$ cat src/rtl/tpps_pkg.sv
// Shared types and constants for the toggle power pulse sequencer.
// No dependencies; imported by every module of the block.
`timescale 1ns / 1ps
`default_nettype none

package tpps_pkg;

    // Width of the since-toggle counter and the receive backoff
    localparam int COUNT_BITS = 24;

    localparam int TICK_BITS      = 16;
    localparam int OP_BITS        = 3;
    localparam int CFG_INDEX_BITS = 2;

    localparam logic [TICK_BITS-1:0] PULSE_TICKS_RESET   = 16'd10;
    localparam logic [TICK_BITS-1:0] SETTLE_TICKS_RESET  = 16'd10;
    localparam logic [TICK_BITS-1:0] BACKOFF_START_RESET = 16'd1000;

    typedef enum logic [OP_BITS-1:0] {
        OP_TICK      = 3'd0,
        OP_SET_REQ   = 3'd1,
        OP_RX_ACT    = 3'd2,
        OP_SET_BLOCK = 3'd3,
        OP_SUSPEND   = 3'd4,
        OP_RESUME    = 3'd5
    } t_op;

    typedef enum logic [CFG_INDEX_BITS-1:0] {
        CFG_PULSE_TICKS   = 2'd0,
        CFG_SETTLE_TICKS  = 2'd1,
        CFG_BACKOFF_START = 2'd2
    } t_cfg_index;

    typedef struct packed {
        logic [OP_BITS-1:0] op;
        logic               value;
    } t_in_item;

    typedef struct packed {
        logic       pin_level;
        logic       amp_enable;
        logic       rx_monitor;
        logic       believed_on;
        logic [1:0] phase_out;
    } t_out_item;

    typedef struct packed {
        logic [TICK_BITS-1:0] pulse_ticks;
        logic [TICK_BITS-1:0] settle_ticks;
        logic [TICK_BITS-1:0] backoff_start;
    } t_cfg;

endpackage

`default_nettype wire

$ cat src/rtl/toggle_power_pulse_sequencer.sv
// Top level of the toggle power pulse sequencer: input and result registers
// around tpps_core, plus the configuration registers. Depends on tpps_pkg,
// tpps_cfg_regs and tpps_core.
//
// Usage:
//   Event channel: i_in_valid / o_in_stall carry one event request (op, value)
//   per accepted edge. Result channel: o_out_valid / i_out_stall return one
//   result per event: pin level, amplifier enable, receive monitor, believed
//   device state and phase, all as they stand after the event.
//   Config channel: i_cfg_valid / o_cfg_ready write pulse ticks (index 0),
//   settle ticks (1) and backoff start (2); ready is always high. Write only
//   while no event is outstanding.
//   Flow: an accepted event waits in the input register and moves into the
//   result register, where its result is offered, once that register has room.
//   Throughput: one event per cycle while the result channel is not stalled.
//   Stall: a stalled result holds in the result register; the input register
//   still takes one more request, then o_in_stall rises until the result
//   moves on.
//   Reset: synchronous, active low; both registers empty, state and
//   configuration back to their power-on values.
`timescale 1ns / 1ps
`default_nettype none

module toggle_power_pulse_sequencer (
    input  wire logic                                  i_clk,
    input  wire logic                                  i_rst_n,
    input  wire logic                                  i_in_valid,
    output logic                                       o_in_stall,
    input  wire tpps_pkg::t_in_item                    i_in_data,
    output logic                                       o_out_valid,
    input  wire logic                                  i_out_stall,
    output tpps_pkg::t_out_item                        o_out_data,
    input  wire logic                                  i_cfg_valid,
    output logic                                       o_cfg_ready,
    input  wire logic [tpps_pkg::CFG_INDEX_BITS-1:0]   i_cfg_index,
    input  wire logic [tpps_pkg::TICK_BITS-1:0]        i_cfg_data
);
    import tpps_pkg::*;

    logic      r_in_valid;
    t_in_item  r_in_item;
    logic      r_out_valid;
    t_out_item r_out_item;

    t_cfg      cfg;
    t_out_item result;
    logic      advance;
    logic      in_take;

    // move the held request into the result register when it has room
    assign advance    = r_in_valid && (!r_out_valid || !i_out_stall);
    assign o_in_stall = r_in_valid && !advance;
    assign in_take    = i_in_valid && !o_in_stall;

    assign o_out_valid = r_out_valid;
    assign o_out_data  = r_out_item;

    tpps_cfg_regs u_cfg (
        .i_clk       (i_clk),
        .i_rst_n     (i_rst_n),
        .i_cfg_valid (i_cfg_valid),
        .o_cfg_ready (o_cfg_ready),
        .i_cfg_index (i_cfg_index),
        .i_cfg_data  (i_cfg_data),
        .o_cfg       (cfg)
    );

    tpps_core u_core (
        .i_clk    (i_clk),
        .i_rst_n  (i_rst_n),
        .i_step   (advance),
        .i_item   (r_in_item),
        .i_cfg    (cfg),
        .o_result (result)
    );

    always_ff @(posedge i_clk) begin
        if (!i_rst_n) begin
            r_in_valid  <= 1'b0;
            r_out_valid <= 1'b0;
        end else begin
            if (in_take) begin
                r_in_valid <= 1'b1;
            end else if (advance) begin
                r_in_valid <= 1'b0;
            end
            if (advance) begin
                r_out_valid <= 1'b1;
            end else if (!i_out_stall) begin
                r_out_valid <= 1'b0;
            end
        end
    end

    always_ff @(posedge i_clk) begin
        if (in_take) begin
            r_in_item <= i_in_data;
        end
        if (advance) begin
            r_out_item <= result;
        end
    end

endmodule

`default_nettype wire

$ cat src/rtl/tpps_cfg_regs.sv
// Configuration register file: pulse, settle and backoff start tick counts.
// Depends on tpps_pkg.
`timescale 1ns / 1ps
`default_nettype none

module tpps_cfg_regs (
    input  wire logic                                  i_clk,
    input  wire logic                                  i_rst_n,
    input  wire logic                                  i_cfg_valid,
    output logic                                       o_cfg_ready,
    input  wire logic [tpps_pkg::CFG_INDEX_BITS-1:0]   i_cfg_index,
    input  wire logic [tpps_pkg::TICK_BITS-1:0]        i_cfg_data,
    output tpps_pkg::t_cfg                             o_cfg
);
    import tpps_pkg::*;

    t_cfg r_cfg;
    t_cfg n_cfg;

    assign o_cfg_ready = 1'b1;
    assign o_cfg       = r_cfg;

    always_comb begin
        n_cfg = r_cfg;
        if (i_cfg_valid) begin
            case (t_cfg_index'(i_cfg_index))
                CFG_PULSE_TICKS:   n_cfg.pulse_ticks   = i_cfg_data;
                CFG_SETTLE_TICKS:  n_cfg.settle_ticks  = i_cfg_data;
                CFG_BACKOFF_START: n_cfg.backoff_start = i_cfg_data;
                default:           n_cfg = r_cfg;
            endcase
        end
    end

    always_ff @(posedge i_clk) begin
        if (!i_rst_n) begin
            r_cfg.pulse_ticks   <= PULSE_TICKS_RESET;
            r_cfg.settle_ticks  <= SETTLE_TICKS_RESET;
            r_cfg.backoff_start <= BACKOFF_START_RESET;
        end else begin
            r_cfg <= n_cfg;
        end
    end

endmodule

`default_nettype wire

$ cat src/rtl/tpps_core.sv
// Sequencer state and next-state logic: one event per enabled cycle.
// Depends on tpps_pkg; result is the state after the event, unregistered.
`timescale 1ns / 1ps
`default_nettype none

module tpps_core (
    input  wire logic                i_clk,
    input  wire logic                i_rst_n,
    input  wire logic                i_step,
    input  wire tpps_pkg::t_in_item  i_item,
    input  wire tpps_pkg::t_cfg      i_cfg,
    output tpps_pkg::t_out_item      o_result
);
    import tpps_pkg::*;

    typedef enum logic [1:0] {
        PH_IDLE   = 2'd0,
        PH_PULSE  = 2'd1,
        PH_SETTLE = 2'd2,
        PH_SUSP   = 2'd3
    } t_phase;

    localparam logic [COUNT_BITS-1:0] CNT_MAX           = '1;
    localparam logic [COUNT_BITS-1:0] BACKOFF_NOW_RESET =
        {{(COUNT_BITS-TICK_BITS){1'b0}}, BACKOFF_START_RESET};

    t_phase                r_phase,   n_phase;
    logic [TICK_BITS-1:0]  r_timer,   n_timer;
    logic                  r_dev_on,  n_dev_on;
    logic                  r_want_on, n_want_on;
    logic                  r_check,   n_check;
    logic                  r_asleep,  n_asleep;
    logic                  r_blocked, n_blocked;
    logic                  r_monitor, n_monitor;
    logic                  r_pin,     n_pin;
    logic [COUNT_BITS-1:0] r_since,   n_since;
    logic [COUNT_BITS-1:0] r_backoff, n_backoff;

    logic [TICK_BITS-1:0]  timer_inc;
    logic                  pulse_done;
    logic                  settle_done;
    logic                  dev_mid;

    assign timer_inc   = r_timer + 1'b1;
    assign pulse_done  = (timer_inc >= i_cfg.pulse_ticks)  || (timer_inc == '0);
    assign settle_done = (timer_inc >= i_cfg.settle_ticks) || (timer_inc == '0);
    // A pulse cut short by suspend still counts as a completed toggle
    assign dev_mid     = (r_phase == PH_PULSE) ? !r_dev_on : r_dev_on;

    always_comb begin
        n_phase   = r_phase;
        n_timer   = r_timer;
        n_dev_on  = r_dev_on;
        n_want_on = r_want_on;
        n_check   = r_check;
        n_asleep  = r_asleep;
        n_blocked = r_blocked;
        n_monitor = r_monitor;
        n_pin     = r_pin;
        n_since   = r_since;
        n_backoff = r_backoff;

        case (t_op'(i_item.op))
            OP_TICK: begin
                if (r_since != CNT_MAX) begin
                    n_since = r_since + 1'b1;
                end
                if (r_phase == PH_SUSP) begin
                    n_timer = timer_inc;
                    if (pulse_done) begin
                        n_pin    = 1'b1;
                        n_dev_on = 1'b0;
                        n_phase  = PH_IDLE;
                        n_timer  = '0;
                    end
                end else if (!r_asleep) begin
                    case (r_phase)
                        PH_PULSE: begin
                            n_timer = timer_inc;
                            if (pulse_done) begin
                                n_pin    = 1'b1;
                                n_since  = '0;
                                n_dev_on = !r_dev_on;
                                n_phase  = PH_SETTLE;
                                n_timer  = '0;
                            end
                        end
                        PH_SETTLE: begin
                            n_timer = timer_inc;
                            // re-run the idle check so a late request is not lost
                            if (settle_done) begin
                                n_phase = PH_IDLE;
                                n_timer = '0;
                                n_check = 1'b1;
                            end
                        end
                        default: begin
                            if (r_check) begin
                                n_check = 1'b0;
                                if (r_want_on == r_dev_on) begin
                                    if (!r_dev_on) begin
                                        n_monitor = 1'b1;
                                    end
                                end else begin
                                    n_pin   = 1'b0;
                                    n_phase = PH_PULSE;
                                    n_timer = '0;
                                end
                            end
                        end
                    endcase
                end
            end
            OP_SET_REQ: begin
                if (i_item.value && !r_want_on) begin
                    n_monitor = 1'b0;
                    n_want_on = 1'b1;
                    n_check   = 1'b1;
                end else if (!i_item.value && r_want_on) begin
                    n_backoff = {{(COUNT_BITS-TICK_BITS){1'b0}}, i_cfg.backoff_start};
                    n_want_on = 1'b0;
                    n_check   = 1'b1;
                end
            end
            OP_RX_ACT: begin
                // activity while believed off proves the device is on
                if (r_monitor && !r_want_on && !r_dev_on && (r_phase == PH_IDLE) &&
                    (r_since > r_backoff)) begin
                    n_dev_on  = 1'b1;
                    n_backoff = r_backoff[COUNT_BITS-1] ? CNT_MAX
                                                        : {r_backoff[COUNT_BITS-2:0], 1'b0};
                    n_check   = 1'b1;
                end
            end
            OP_SET_BLOCK: begin
                n_blocked = i_item.value;
            end
            OP_SUSPEND: begin
                n_asleep = 1'b1;
                n_check  = 1'b0;
                if (r_phase != PH_SUSP) begin
                    if (r_phase == PH_PULSE) begin
                        n_pin   = 1'b1;
                        n_since = '0;
                    end
                    n_dev_on = dev_mid;
                    n_phase  = PH_IDLE;
                    n_timer  = '0;
                    if (dev_mid) begin
                        n_pin   = 1'b0;
                        n_phase = PH_SUSP;
                    end
                end
            end
            OP_RESUME: begin
                n_asleep = 1'b0;
                n_check  = 1'b1;
            end
            default: begin
                n_phase = r_phase;
            end
        endcase

        if (n_asleep) begin
            n_check = 1'b0;
        end
    end

    always_comb begin
        o_result.pin_level   = n_pin;
        o_result.amp_enable  = n_want_on && !n_blocked && !n_asleep;
        o_result.rx_monitor  = n_monitor;
        o_result.believed_on = n_dev_on;
        o_result.phase_out   = n_phase;
    end

    always_ff @(posedge i_clk) begin
        if (!i_rst_n) begin
            r_phase   <= PH_IDLE;
            r_timer   <= '0;
            r_dev_on  <= 1'b0;
            r_want_on <= 1'b1;
            r_check   <= 1'b0;
            r_asleep  <= 1'b0;
            r_blocked <= 1'b1;
            r_monitor <= 1'b0;
            r_pin     <= 1'b0;
            r_since   <= '0;
            r_backoff <= BACKOFF_NOW_RESET;
        end else if (i_step) begin
            r_phase   <= n_phase;
            r_timer   <= n_timer;
            r_dev_on  <= n_dev_on;
            r_want_on <= n_want_on;
            r_check   <= n_check;
            r_asleep  <= n_asleep;
            r_blocked <= n_blocked;
            r_monitor <= n_monitor;
            r_pin     <= n_pin;
            r_since   <= n_since;
            r_backoff <= n_backoff;
        end
    end

endmodule

`default_nettype wire

$ cat config.mk
export PLATFORM = sky130hd
export DESIGN_NAME = toggle_power_pulse_sequencer
export DESIGN_NICKNAME = d
export VERILOG_FILES = /design/src/rtl/tpps_pkg.sv /design/src/rtl/toggle_power_pulse_sequencer.sv /design/src/rtl/tpps_cfg_regs.sv /design/src/rtl/tpps_core.sv
export SDC_FILE = /design/constraint.sdc
export NUM_CORES = 1
export LEC_CHECK = 0
export BUFFER_PORTS_ARGS = -buffer_cell sky130_fd_sc_hd__buf_2
export CAP_MARGIN = 20
export CORE_UTILIZATION = 29
export DETAILED_ROUTE_END_ITERATION = 8
export GPL_TIMING_DRIVEN = 0
export HOLD_SLACK_MARGIN = 0.08
export MAX_ROUTING_LAYER = met4
export SETUP_SLACK_MARGIN = 0.3
export SLEW_MARGIN = 20
export SYNTH_ARGS = -nofsm -noshare
export SYNTH_HDL_FRONTEND = slang
export SYNTH_SLANG_ARGS = --single-unit
export TNS_END_PERCENT = 30
$ cat constraint.sdc
create_clock -name i_clk -period 4.2 [get_ports i_clk]
set_input_delay 0.63 -clock i_clk [delete_from_list [all_inputs] [get_ports i_clk]]
set_output_delay 0.63 -clock i_clk [all_outputs]
set_load 0.05 [all_outputs]
==> out/qor.yml, run 1 <==
status: "finished clean"
syn_avg_cell_area_sq_um: 8.013
final_cell_count_no_fill: 1406
drtAntennaViolNets: 0
hold_depth: 1
synthesis.nets: 1078
area_growth_syn_to_layout_pct: 18.84
drv_cap: 0
required_ns: 4.57
maxSlewViolCount: 0
clockBufferDepth: 2
timing.hold.ws_ns: 0.3818
crit_path_start: "u_core.r_timer[0]"
fin_crit_ns: 3.784
worstSetupPathDepth: 16
gp_congestion: 0.8682
powerDensity_nw_per_um2: 332.8
first_global_vias: 6798
netlist_area_sq_um: 7909
cts_buffers: 17
grt_pass1_wl_um: 36450
fillerInstances: 2811
clk_pin_slew_ns: 0.06
end_kind: "flip-flop"
num_vias: 7444
dp_cells: 1362
worstPathArrival_ns: 4.15
synthArstFlopShare_pct: 0
slew_headroom_pct: 35.24
ys_seq_area_share_pct: 34.93
cts.htree.levels: 4
cts_sinks: 133
ioPinCount: 36
synth_top_area_share_pct: 31.13
core_sq_um: 26880
ys_types: 67
cts_tree: "built"
slowest_stage: "or3b_4"
ys_top_cells_by_area: "dfxtp_1, ha_1, nand2_1"
synthCells: 987
min_from: "i_in_data[1]"
path_delay_family: "compound AO/OA/AOI/OAI gates"
dieHeight_um: 167.1
ff2ff_path_depth: 16
antennaDiodeCount: 0
rsz0062_at_grt: "yes"
yosys_warnings: 0
layout_worst_path_cycle_share_pct: 90.10
grt_max_degree: 17
initialDrtViolationCount: 596
die_x_um: 167.1
max-vdd-ir-drop_v: 0.0002731
yosysTopAreaCell: "dfxtp_1"
max_stage_delay_ns: 0.47
crit_chain: "ha_1, buf_6, nand2_1, nor4_4, nor2_1, or2_4, ha_1, a21o_1, a21oi_1, o221a_2, o211ai_1, or3b_4, a211oi_4, buf_4, a21boi_0, a21o_1"
drc: 0
grt_usage_pct: 16.95
wl_per_cell_um: 16.17
start_kind: "flip-flop"
wirelength_um: 22740
port_buffers: 34
reg2reg_from: "u_core.r_timer[0]"
critical_path_class: "flip-flop to flip-flop"
cp_num_buf_inv: 2
layout-drive-gt1-share_pct: 13.24
fin_skew_ns: 0.01137
crit_fanout: 7
fin_nets: 1143
start_util_pct: 29.43
hpwlAfterDp_um: 17060
num_rows: 60
finalSetupViolCount: 0
die_area_sq_um: 27940
p_leak_nw: 3.778
grt-ovfl-total: 0
via_per_inst: 5.294
antenna_found_initial: 0
hp-class: "primary input to flip-flop"
worstMarginPinSlew_ns: 0.9693
synth_seq_cells: 133
dr.pass1.iters: 5
fmax_mhz: 264.2
hold_viol: 0
synth_flop_cell: "dfxtp_1"
synth_edf_count: 10
clkLatencyLatePin_ns: 0.43
root_buffer: "clkbuf_16"
-- stage by stage --
step / total power, W / setup slack [ns] / util (%) / TNS (ns) / cell area [sq um]
finish: 0.003128 / 0.4157 / 34.97 / 0 / 9399
floorplan: 0.001480 / 0.5640 / - / 0 / 7909
detailed placement: 0.001558 / -0.4570 / 31.65 / -6.028 / 8506
CTS: 0.003153 / 0.2994 / 34.31 / 0 / 9221
global route: 0.003239 / 0.2390 / 34.97 / 0 / 9399
global placement: 0.001557 / -0.4248 / 31.65 / -5.384 / 8506
-- synthesized netlist by cell type, types with 7 or more instances --
cell type and number:
a211oi_1 8, a21o_1 16, a21oi_1 85, a22o_1 11, a31oi_1 24, and3_1 9, and4_1 10, clkbuf_1 39
dfxtp_1 123, edfxtp_1 10, ha_1 64, inv_1 71, mux2i_1 12, nand2_1 169, nand2b_1 9, nand3_1 38
nand4_1 14, nor2_1 48, nor2b_1 7, nor3_1 17, o2111ai_1 14, o211ai_1 17, o21ai_0 34, o41ai_1 10
or2_2 8, xor2_1 14
-- power by group --
part	internal, W	switching, W
clock	0.000992	0.000603
combinational	0.0000651	0.000148
sequential	0.00130	0.0000179
total	0.00236	0.000768
-- worst reg2reg max path, cell delays in order (launching register included) --
cell	delay, ns
dfxtp_4	0.38
ha_1	0.17
buf_6	0.13
nand2_1	0.09
nor4_4	0.38
nor2_1	0.10
or2_4	0.28
ha_1	0.18
a21o_1	0.17
a21oi_1	0.14
o221a_2	0.20
o211ai_1	0.23
or3b_4	0.47
a211oi_4	0.32
buf_4	0.20
a21boi_0	0.19
a21o_1	0.10
-- what timing repair did --
item                       CTS  global route
pin swaps                    2             8
hold buffers                 0             0
gates cloned                 0             0
setup buffers                5             7
setup endpoints to repair   49            59
resized for setup           12            35
-- sequential cells by signal, indices dropped and copies added (netlist names), 2 cells and up --
signal / flops
o_out_data: 6
r_in_item: 4
u_cfg.o_cfg: 48
u_core.r_backoff: 24
u_core.r_phase: 2
u_core.r_since: 24
u_core.r_timer: 16
-- cells in the final DEF (no fill, tap or decap), types with 7 or more instances in the layout --
cell type  instances
nand2_1          169
dfxtp_1          118
a21oi_1           81
inv_1             71
ha_1              64
nor2_1            48
clkbuf_1          36
nand3_1           36
buf_2             36
o21ai_0           33
a31oi_1           24
clkbuf_16         18
o211ai_1          17
buf_4             16
nor3_1            16
a21o_1            16
nand4_1           14
o2111ai_1         14
mux2i_1           12
xor2_1            11
a22o_1            11
and4_1            10
o41ai_1           10
edfxtp_1          10
and3_1             9
nand2b_1           9
nor2b_1            7
-- kinds of logic (layout without fill, tap and decap cells) --
family / after synthesis / in the layout / synth area share, %
other: 1 / 1 / 0.04742
and+or+nand+nor: 365 / 365 / 22.34
adders and majority gates: 64 / 64 / 10.13
muxes: 17 / 17 / 2.231
AOI/OAI and AO/OA: 261 / 261 / 21.77
xor gates and xnor gates: 17 / 17 / 1.883
buffers and inverters: 129 / 207 / 6.676
DFF: 133 / 133 / 34.93
-- final timing paths --
check / endpoint / slack (ns)
setup / recovery: u_core.r_timer[5] / 0.42
hold / removal: r_in_item[1] / 0.38
hold reg to reg: u_cfg.o_cfg[21] / 0.46
setup reg to reg: u_core.r_timer[5] / 0.42
-- routing by layer --
layer | share of wire (%) | wire [um] | vias to the layer above | track usage [%]
li1 | - | - | 3675 | -
met1 | 49 | 11180 | 3532 | 22.74
met2 | 44 | 10110 | 204 | 25.91
met3 | 4.3 | 980 | 33 | 2.600
met4 | 2.1 | 469 | 0 | 5.744
met5 | 0 | 0 | - | -
-- layout make-up --
type,count,area (sq um),share of cell area (%)
sequential,133,2774,29.51
clock buffer,19,464.2,4.939
clock inverter,13,168.9,1.797
inverter,73,274.0,2.915
buffer,56,275.3,2.929
multi-input combinational,725,4756,50.60
timing repair buffer,46,260.3,2.769
tap,341,426.7,4.539
Note: power is estimated with default switching activity, not from simulation.
==> inputs of run 2 (changes only) <==
Settings changed: GPL_TIMING_DRIVEN 0 to not set.
==> run 2 against run 1 <==
  * Die area did not move
  * Register-to-register slack improved by 0.02 ns
  * Wire length fell by 8.2%
  * Global-route usage fell by 1.5 points
  * Highest routed layer unchanged
  * Cell area fell by 1.1%
  * Clock power barely moved
  * Flip-flop and latch count did not move
  * Critical path depth rose by 2
  * Sequential power barely moved
  * Worst hold slack improved by 0.0022 ns
  * Count of clock-buffer cells in the layout rose by 5
==> out/qor.yml, run 2 (synthesis results as in run 1) <==
gp_congestion: 0.8846
crit_chain: "ha_2, buf_4, nand2_1, nor4_4, nor2_1, or2_2, ha_1, a21oi_1, o21ai_1, a211oi_2, a21oi_2, o21bai_4, inv_1, ha_1, or3_1, a21oi_2, a31oi_1, nand3_1"
root_buffer: "clkbuf_16"
fin_nets: 1102
fin_crit_ns: 3.766
max_stage_delay_ns: 0.40
antennaDiodeCount: 0
required_ns: 4.48
cts_sinks: 133
grt_pass1_wl_um: 34190
die_area_sq_um: 27940
fin_skew_ns: 0.01210
grt_usage_pct: 15.45
powerDensity_nw_per_um2: 335.1
hp-class: "primary input to flip-flop"
final_util_pct: 34.58
timing.rr.end: "o_out_data[2]"
worstMarginPinSlew_ns: 0.9409
critical_path_class: "flip-flop to flip-flop"
min_from: "i_in_data[2]"
status: "finished clean"
core_sq_um: 26880
start_kind: "flip-flop"
clk_pin_slew_ns: 0.06
hold_viol: 0
use_met2_pct: 23.25
finalSetupViolCount: 0
layout_common_cells: "nand2_1, dfxtp_1, a21oi_1"
area_growth_syn_to_layout_pct: 17.50
hpwlAfterDp_um: 14440
num_rows: 60
via_per_inst: 5.234
slowest_stage: "dfxtp_4"
reg2reg_from: "u_core.r_timer[1]"
p_leak_nw: 3.751
worstSetupPathDepth: 18
cp_num_buf_inv: 2
clockBufferDepth: 2
final_common_cell: "nand2_1"
start_util_pct: 29.43
slew_headroom_pct: 37.04
dr.pass1.iters: 5
rrSetupSlack_ns: 0.43
worstPathArrival_ns: 4.05
crit_fanout: 9
wirelength_um: 20860
num_vias: 7145
drv_cap: 0
ff2ff_path_depth: 18
crit_path_start: "u_core.r_timer[1]"
initialDrtViolationCount: 531
cp-endpoint: "o_out_data[2]"
top_usage_layer: "met2"
path_delay_family: "simple AND/OR/NAND/NOR gates"
end_kind: "flip-flop"
maxSlewViolCount: 0
fmax_mhz: 265.5
wl_per_cell_um: 15.28
drtAntennaViolNets: 0
grt_use_met3_pct: 2.056
cts_buffers: 17
max-vdd-ir-drop_v: 0.0002841
cts.htree.levels: 4
use_met1_pct: 21.52
dieHeight_um: 167.1
clkLatencyLatePin_ns: 0.42
first_global_vias: 6530
ioPinCount: 36
fin_tns_setup_ns: 0
die_x_um: 167.1
drc: 0
grt_max_degree: 56
layout-drive-gt1-share_pct: 13.96
rsz0062_at_grt: "no"
antenna_found_initial: 0
cts_tree: "built"
port_buffers: 34
setup_ws_ns: 0.4337
largest_reg_flops: 48
place_ws_ns: 0.1385
grt-ovfl-total: 0
layout_worst_path_cycle_share_pct: 89.67
[run 2: cell count changes in the layout (fill, tap and decap cells not counted), sizes merged]
| cell | previous run | this run |
|---|---|---|
| buf | 62 | 60 |
| clkbuf | 59 | 25 |
| bufinv | 3 | 2 |
| inv | 76 | 72 |
[run 2: area by class of cell]
class	instances	area (sq um)
tap	341	426.7
clock buffer	24	534.3
multi-input combinational	725	4750
clock inverter	8	110.1
timing repair buffer	61	417.9
inverter	73	274.0
sequential	133	2780
fill	2761	17580
[run 2: timing repair]
| item | CTS | global route |
|---|---|---|
| hold endpoints to repair | 0 | 0 |
| buffers inserted | 0 | 11 |
| hold buffers | 0 | 0 |
| gates cloned | 0 | 3 |
| setup endpoints to repair | 4 | 31 |
| gates resized for setup | 7 | 28 |
| pin swaps | 0 | 8 |
[run 2: worst min-delay path by stage]
stage                           end  slack (ns)  cells after the start
floorplan           u_cfg.o_cfg[18]        0.44                      2
global placement    u_cfg.o_cfg[47]        0.44                      2
detailed placement  u_cfg.o_cfg[28]        0.45                      2
CTS                    r_in_item[2]        0.37                      1
global route           r_in_item[2]        0.37                      1
finish                 r_in_item[2]        0.38                      1
[run 2: power breakdown]
part           switching (W)  total (W)  internal (W)
logic               0.000134   0.000197     0.0000635
registers          0.0000223    0.00132       0.00130
clock network       0.000577    0.00159       0.00101
[run 2: per-stage QoR]
stage                     instance area [sq um]  hold WS, ns  cells  power (W)
after floorplan                            7909       0.4363    987   0.001480
after global placement                     8379       0.4426   1319   0.001545
after detailed placement                   8379       0.4468   1319   0.001546
after CTS                                  9047       0.3671   1351   0.003137
after global routing                       9293       0.3663   1365   0.003213
final                                      9293       0.3840   1365   0.003114
[run 2: per-layer routing]
metal | routed length, um | part of all wire [%]
met2 | 9321 | 45
met3 | 908 | 4.4
met1 | 10380 | 50
met4 | 254 | 1.2
met5 | 0 | 0
==> inputs of run 3 (changes only) <==
Settings changed: PLACE_DENSITY_LB_ADDON set to 0.05.
==> run 3 against run 2 <==
  * Critical path type unchanged
  * Register-to-register slack better by 0.07 ns
  * Worst setup slack better by 0.066 ns
  * Flip-flop and latch count unchanged
  * Total power down 1.8%
  * First-iteration DRC count down 33%
  * Wire length up 13%
  * Final cell count up 0.15%
  * Critical endpoint is now u_core.r_since[19]
  * Sequential share of layout area up 0.31 points
  * Via count down 2.4%
  * Count of clock-buffer cells in the layout down 7
  * Non-clock buffer count up 2
  * Cell area down 1.2%
==> out/qor.yml, run 3 (synthesis results as in run 1) <==
status: "finished clean"
area_growth_syn_to_layout_pct: 16.14
die_x_um: 167.1
drc: 0
hpwlAfterDp_um: 17250
grt_usage_pct: 17.86
fmax_mhz: 270.2
wirelength_um: 23570
dr.pass1.iters: 5
slowest_stage: "dfxtp_2"
fin_tns_setup_ns: 0
finalSetupViolCount: 0
ioPinCount: 36
die_area_sq_um: 27940
critical_path_class: "flip-flop to flip-flop"
clkLatencyLatePin_ns: 0.43
grt_pass1_wl_um: 37990
grt_max_degree: 49
gp_congestion: 0.8228
max-vdd-ir-drop_v: 0.0001893
worstPathArrival_ns: 4.05
clk_pin_slew_ns: 0.07
dieHeight_um: 167.1
fin_crit_ns: 3.701
dp_cells: 1331
layout-drive-gt1-share_pct: 13.94
max_stage_delay_ns: 0.44
port_buffers: 34
antenna_found_initial: 0
largest_reg_flops: 48
end_kind: "flip-flop"
grt-ovfl-total: 0
hold_viol: 0
num_vias: 6971
first_global_vias: 6707
worstMarginPinSlew_ns: 0.8016
cts.htree.levels: 4
root_buffer: "clkbuf_16"
num_rows: 60
p_leak_nw: 3.720
start_util_pct: 29.43
rsz0062_at_grt: "no"
clockBufferDepth: 2
wl_per_cell_um: 17.24
required_ns: 4.55
crit_chain: "nand3_4, nor4_4, a31oi_1, or2_2, ha_1, a21oi_1, o21ai_0, a211oi_1, a21oi_2, o21bai_4, buf_12, a211oi_2, buf_12, or3b_1, o21ai_0"
initialDrtViolationCount: 354
crit_fanout: 29
hp-class: "primary input to flip-flop"
cts_tree: "built"
powerDensity_nw_per_um2: 332.8
final_cell_count_no_fill: 1367
hold_buffers: 0
layout_worst_path_cycle_share_pct: 88.11
maxSlewViolCount: 0
cts_buffers: 17
core_sq_um: 26880
via_per_inst: 5.099
layout_common_cells: "nand2_1, dfxtp_1, a21oi_1"
slew_headroom_pct: 46.56
antennaDiodeCount: 0
fillerInstances: 2841
fin_nets: 1104
drtAntennaViolNets: 0
fin_skew_ns: 0.01368
cts_sinks: 133
drv_cap: 0
final_common_cell: "nand2_1"
start_kind: "flip-flop"
-- run 3: cell types whose count changed in the layout (fill, tap and decap cells not counted), moves of 3 or more --
cell	previous run	this run
buf_4	20	26
inv_6	1	6
clkbuf_8	4	0
inv_8	0	4
clkbuf_16	20	17
dfxtp_2	5	8
-- run 3: final timing paths --
kind | slack (ns) | from | cells past startpoint | endpoint
worst min register to register | 0.45 | u_cfg.o_cfg[45] | 2 | u_cfg.o_cfg[45]
worst max register to register | 0.50 | u_core.r_timer[4] | 15 | u_core.r_since[19]
worst max-delay path | 0.50 | u_core.r_timer[4] | 15 | u_core.r_since[19]
worst min-delay path | 0.38 | i_in_data[1] | 1 | r_in_item[1]
-- run 3: power by group --
part	leakage (nW)	total, W	switching, W	internal [W]
sequential	1.10	0.00132	0.0000222	0.00130
combinational	2.34	0.000205	0.000141	0.0000640
clock	0.284	0.00153	0.000684	0.000844
total	3.72	0.00306	0.000846	0.00221
-- run 3: critical path, delay by kind of cell, from the launching register on --
family          cells  cell delay (ns)
simple gates        4             1.19
flops               1             0.44
fa+ha+maj           1             0.32
buf+inv             2             0.36
compound gates      8             1.30
-- run 3: cell type report --
cell class,instances,area [sq um],area share [%]
multi-input cells,725,4700,51.16
flip-flops and latches,133,2776,30.23
repair buffers,63,425.4,4.632
clock inverters,15,157.7,1.716
inverters,73,274.0,2.983
clock buffers,17,425.4,4.632
well taps,341,426.7,4.645
-- run 3: per-stage QoR --
stage / cell area [sq um] / power (W) / util, % / setup WS (ns) / hold WS (ns)
after floorplan: 7909 / 0.001480 / - / 0.5640 / 0.4363
final: 9185 / 0.003057 / 34.18 / 0.4993 / 0.3830
after global routing: 9185 / 0.003181 / 34.18 / 0.2711 / 0.3655
after CTS: 9084 / 0.003100 / 33.80 / 0.3116 / 0.3700
after detailed placement: 8482 / 0.001560 / 31.56 / 0.2541 / 0.4475
after global placement: 8482 / 0.001562 / 31.56 / 0.2571 / 0.4418
-- run 3: routing by layer --
layer  track usage, %  share of wire (%)  vias up
li1                 -                  -     3597
met1            25.22                 52     3256
met2            26.89                 44      101
met3            2.623                2.8       17
met4            3.750               0.84        0
met5                -                  0        -
-- run 3: repair_timing --
action,CTS,global route
gates cloned,0,0
setup buffers,0,4
gates resized for setup,4,16
setup endpoints to repair,2,27
pin swaps,0,5
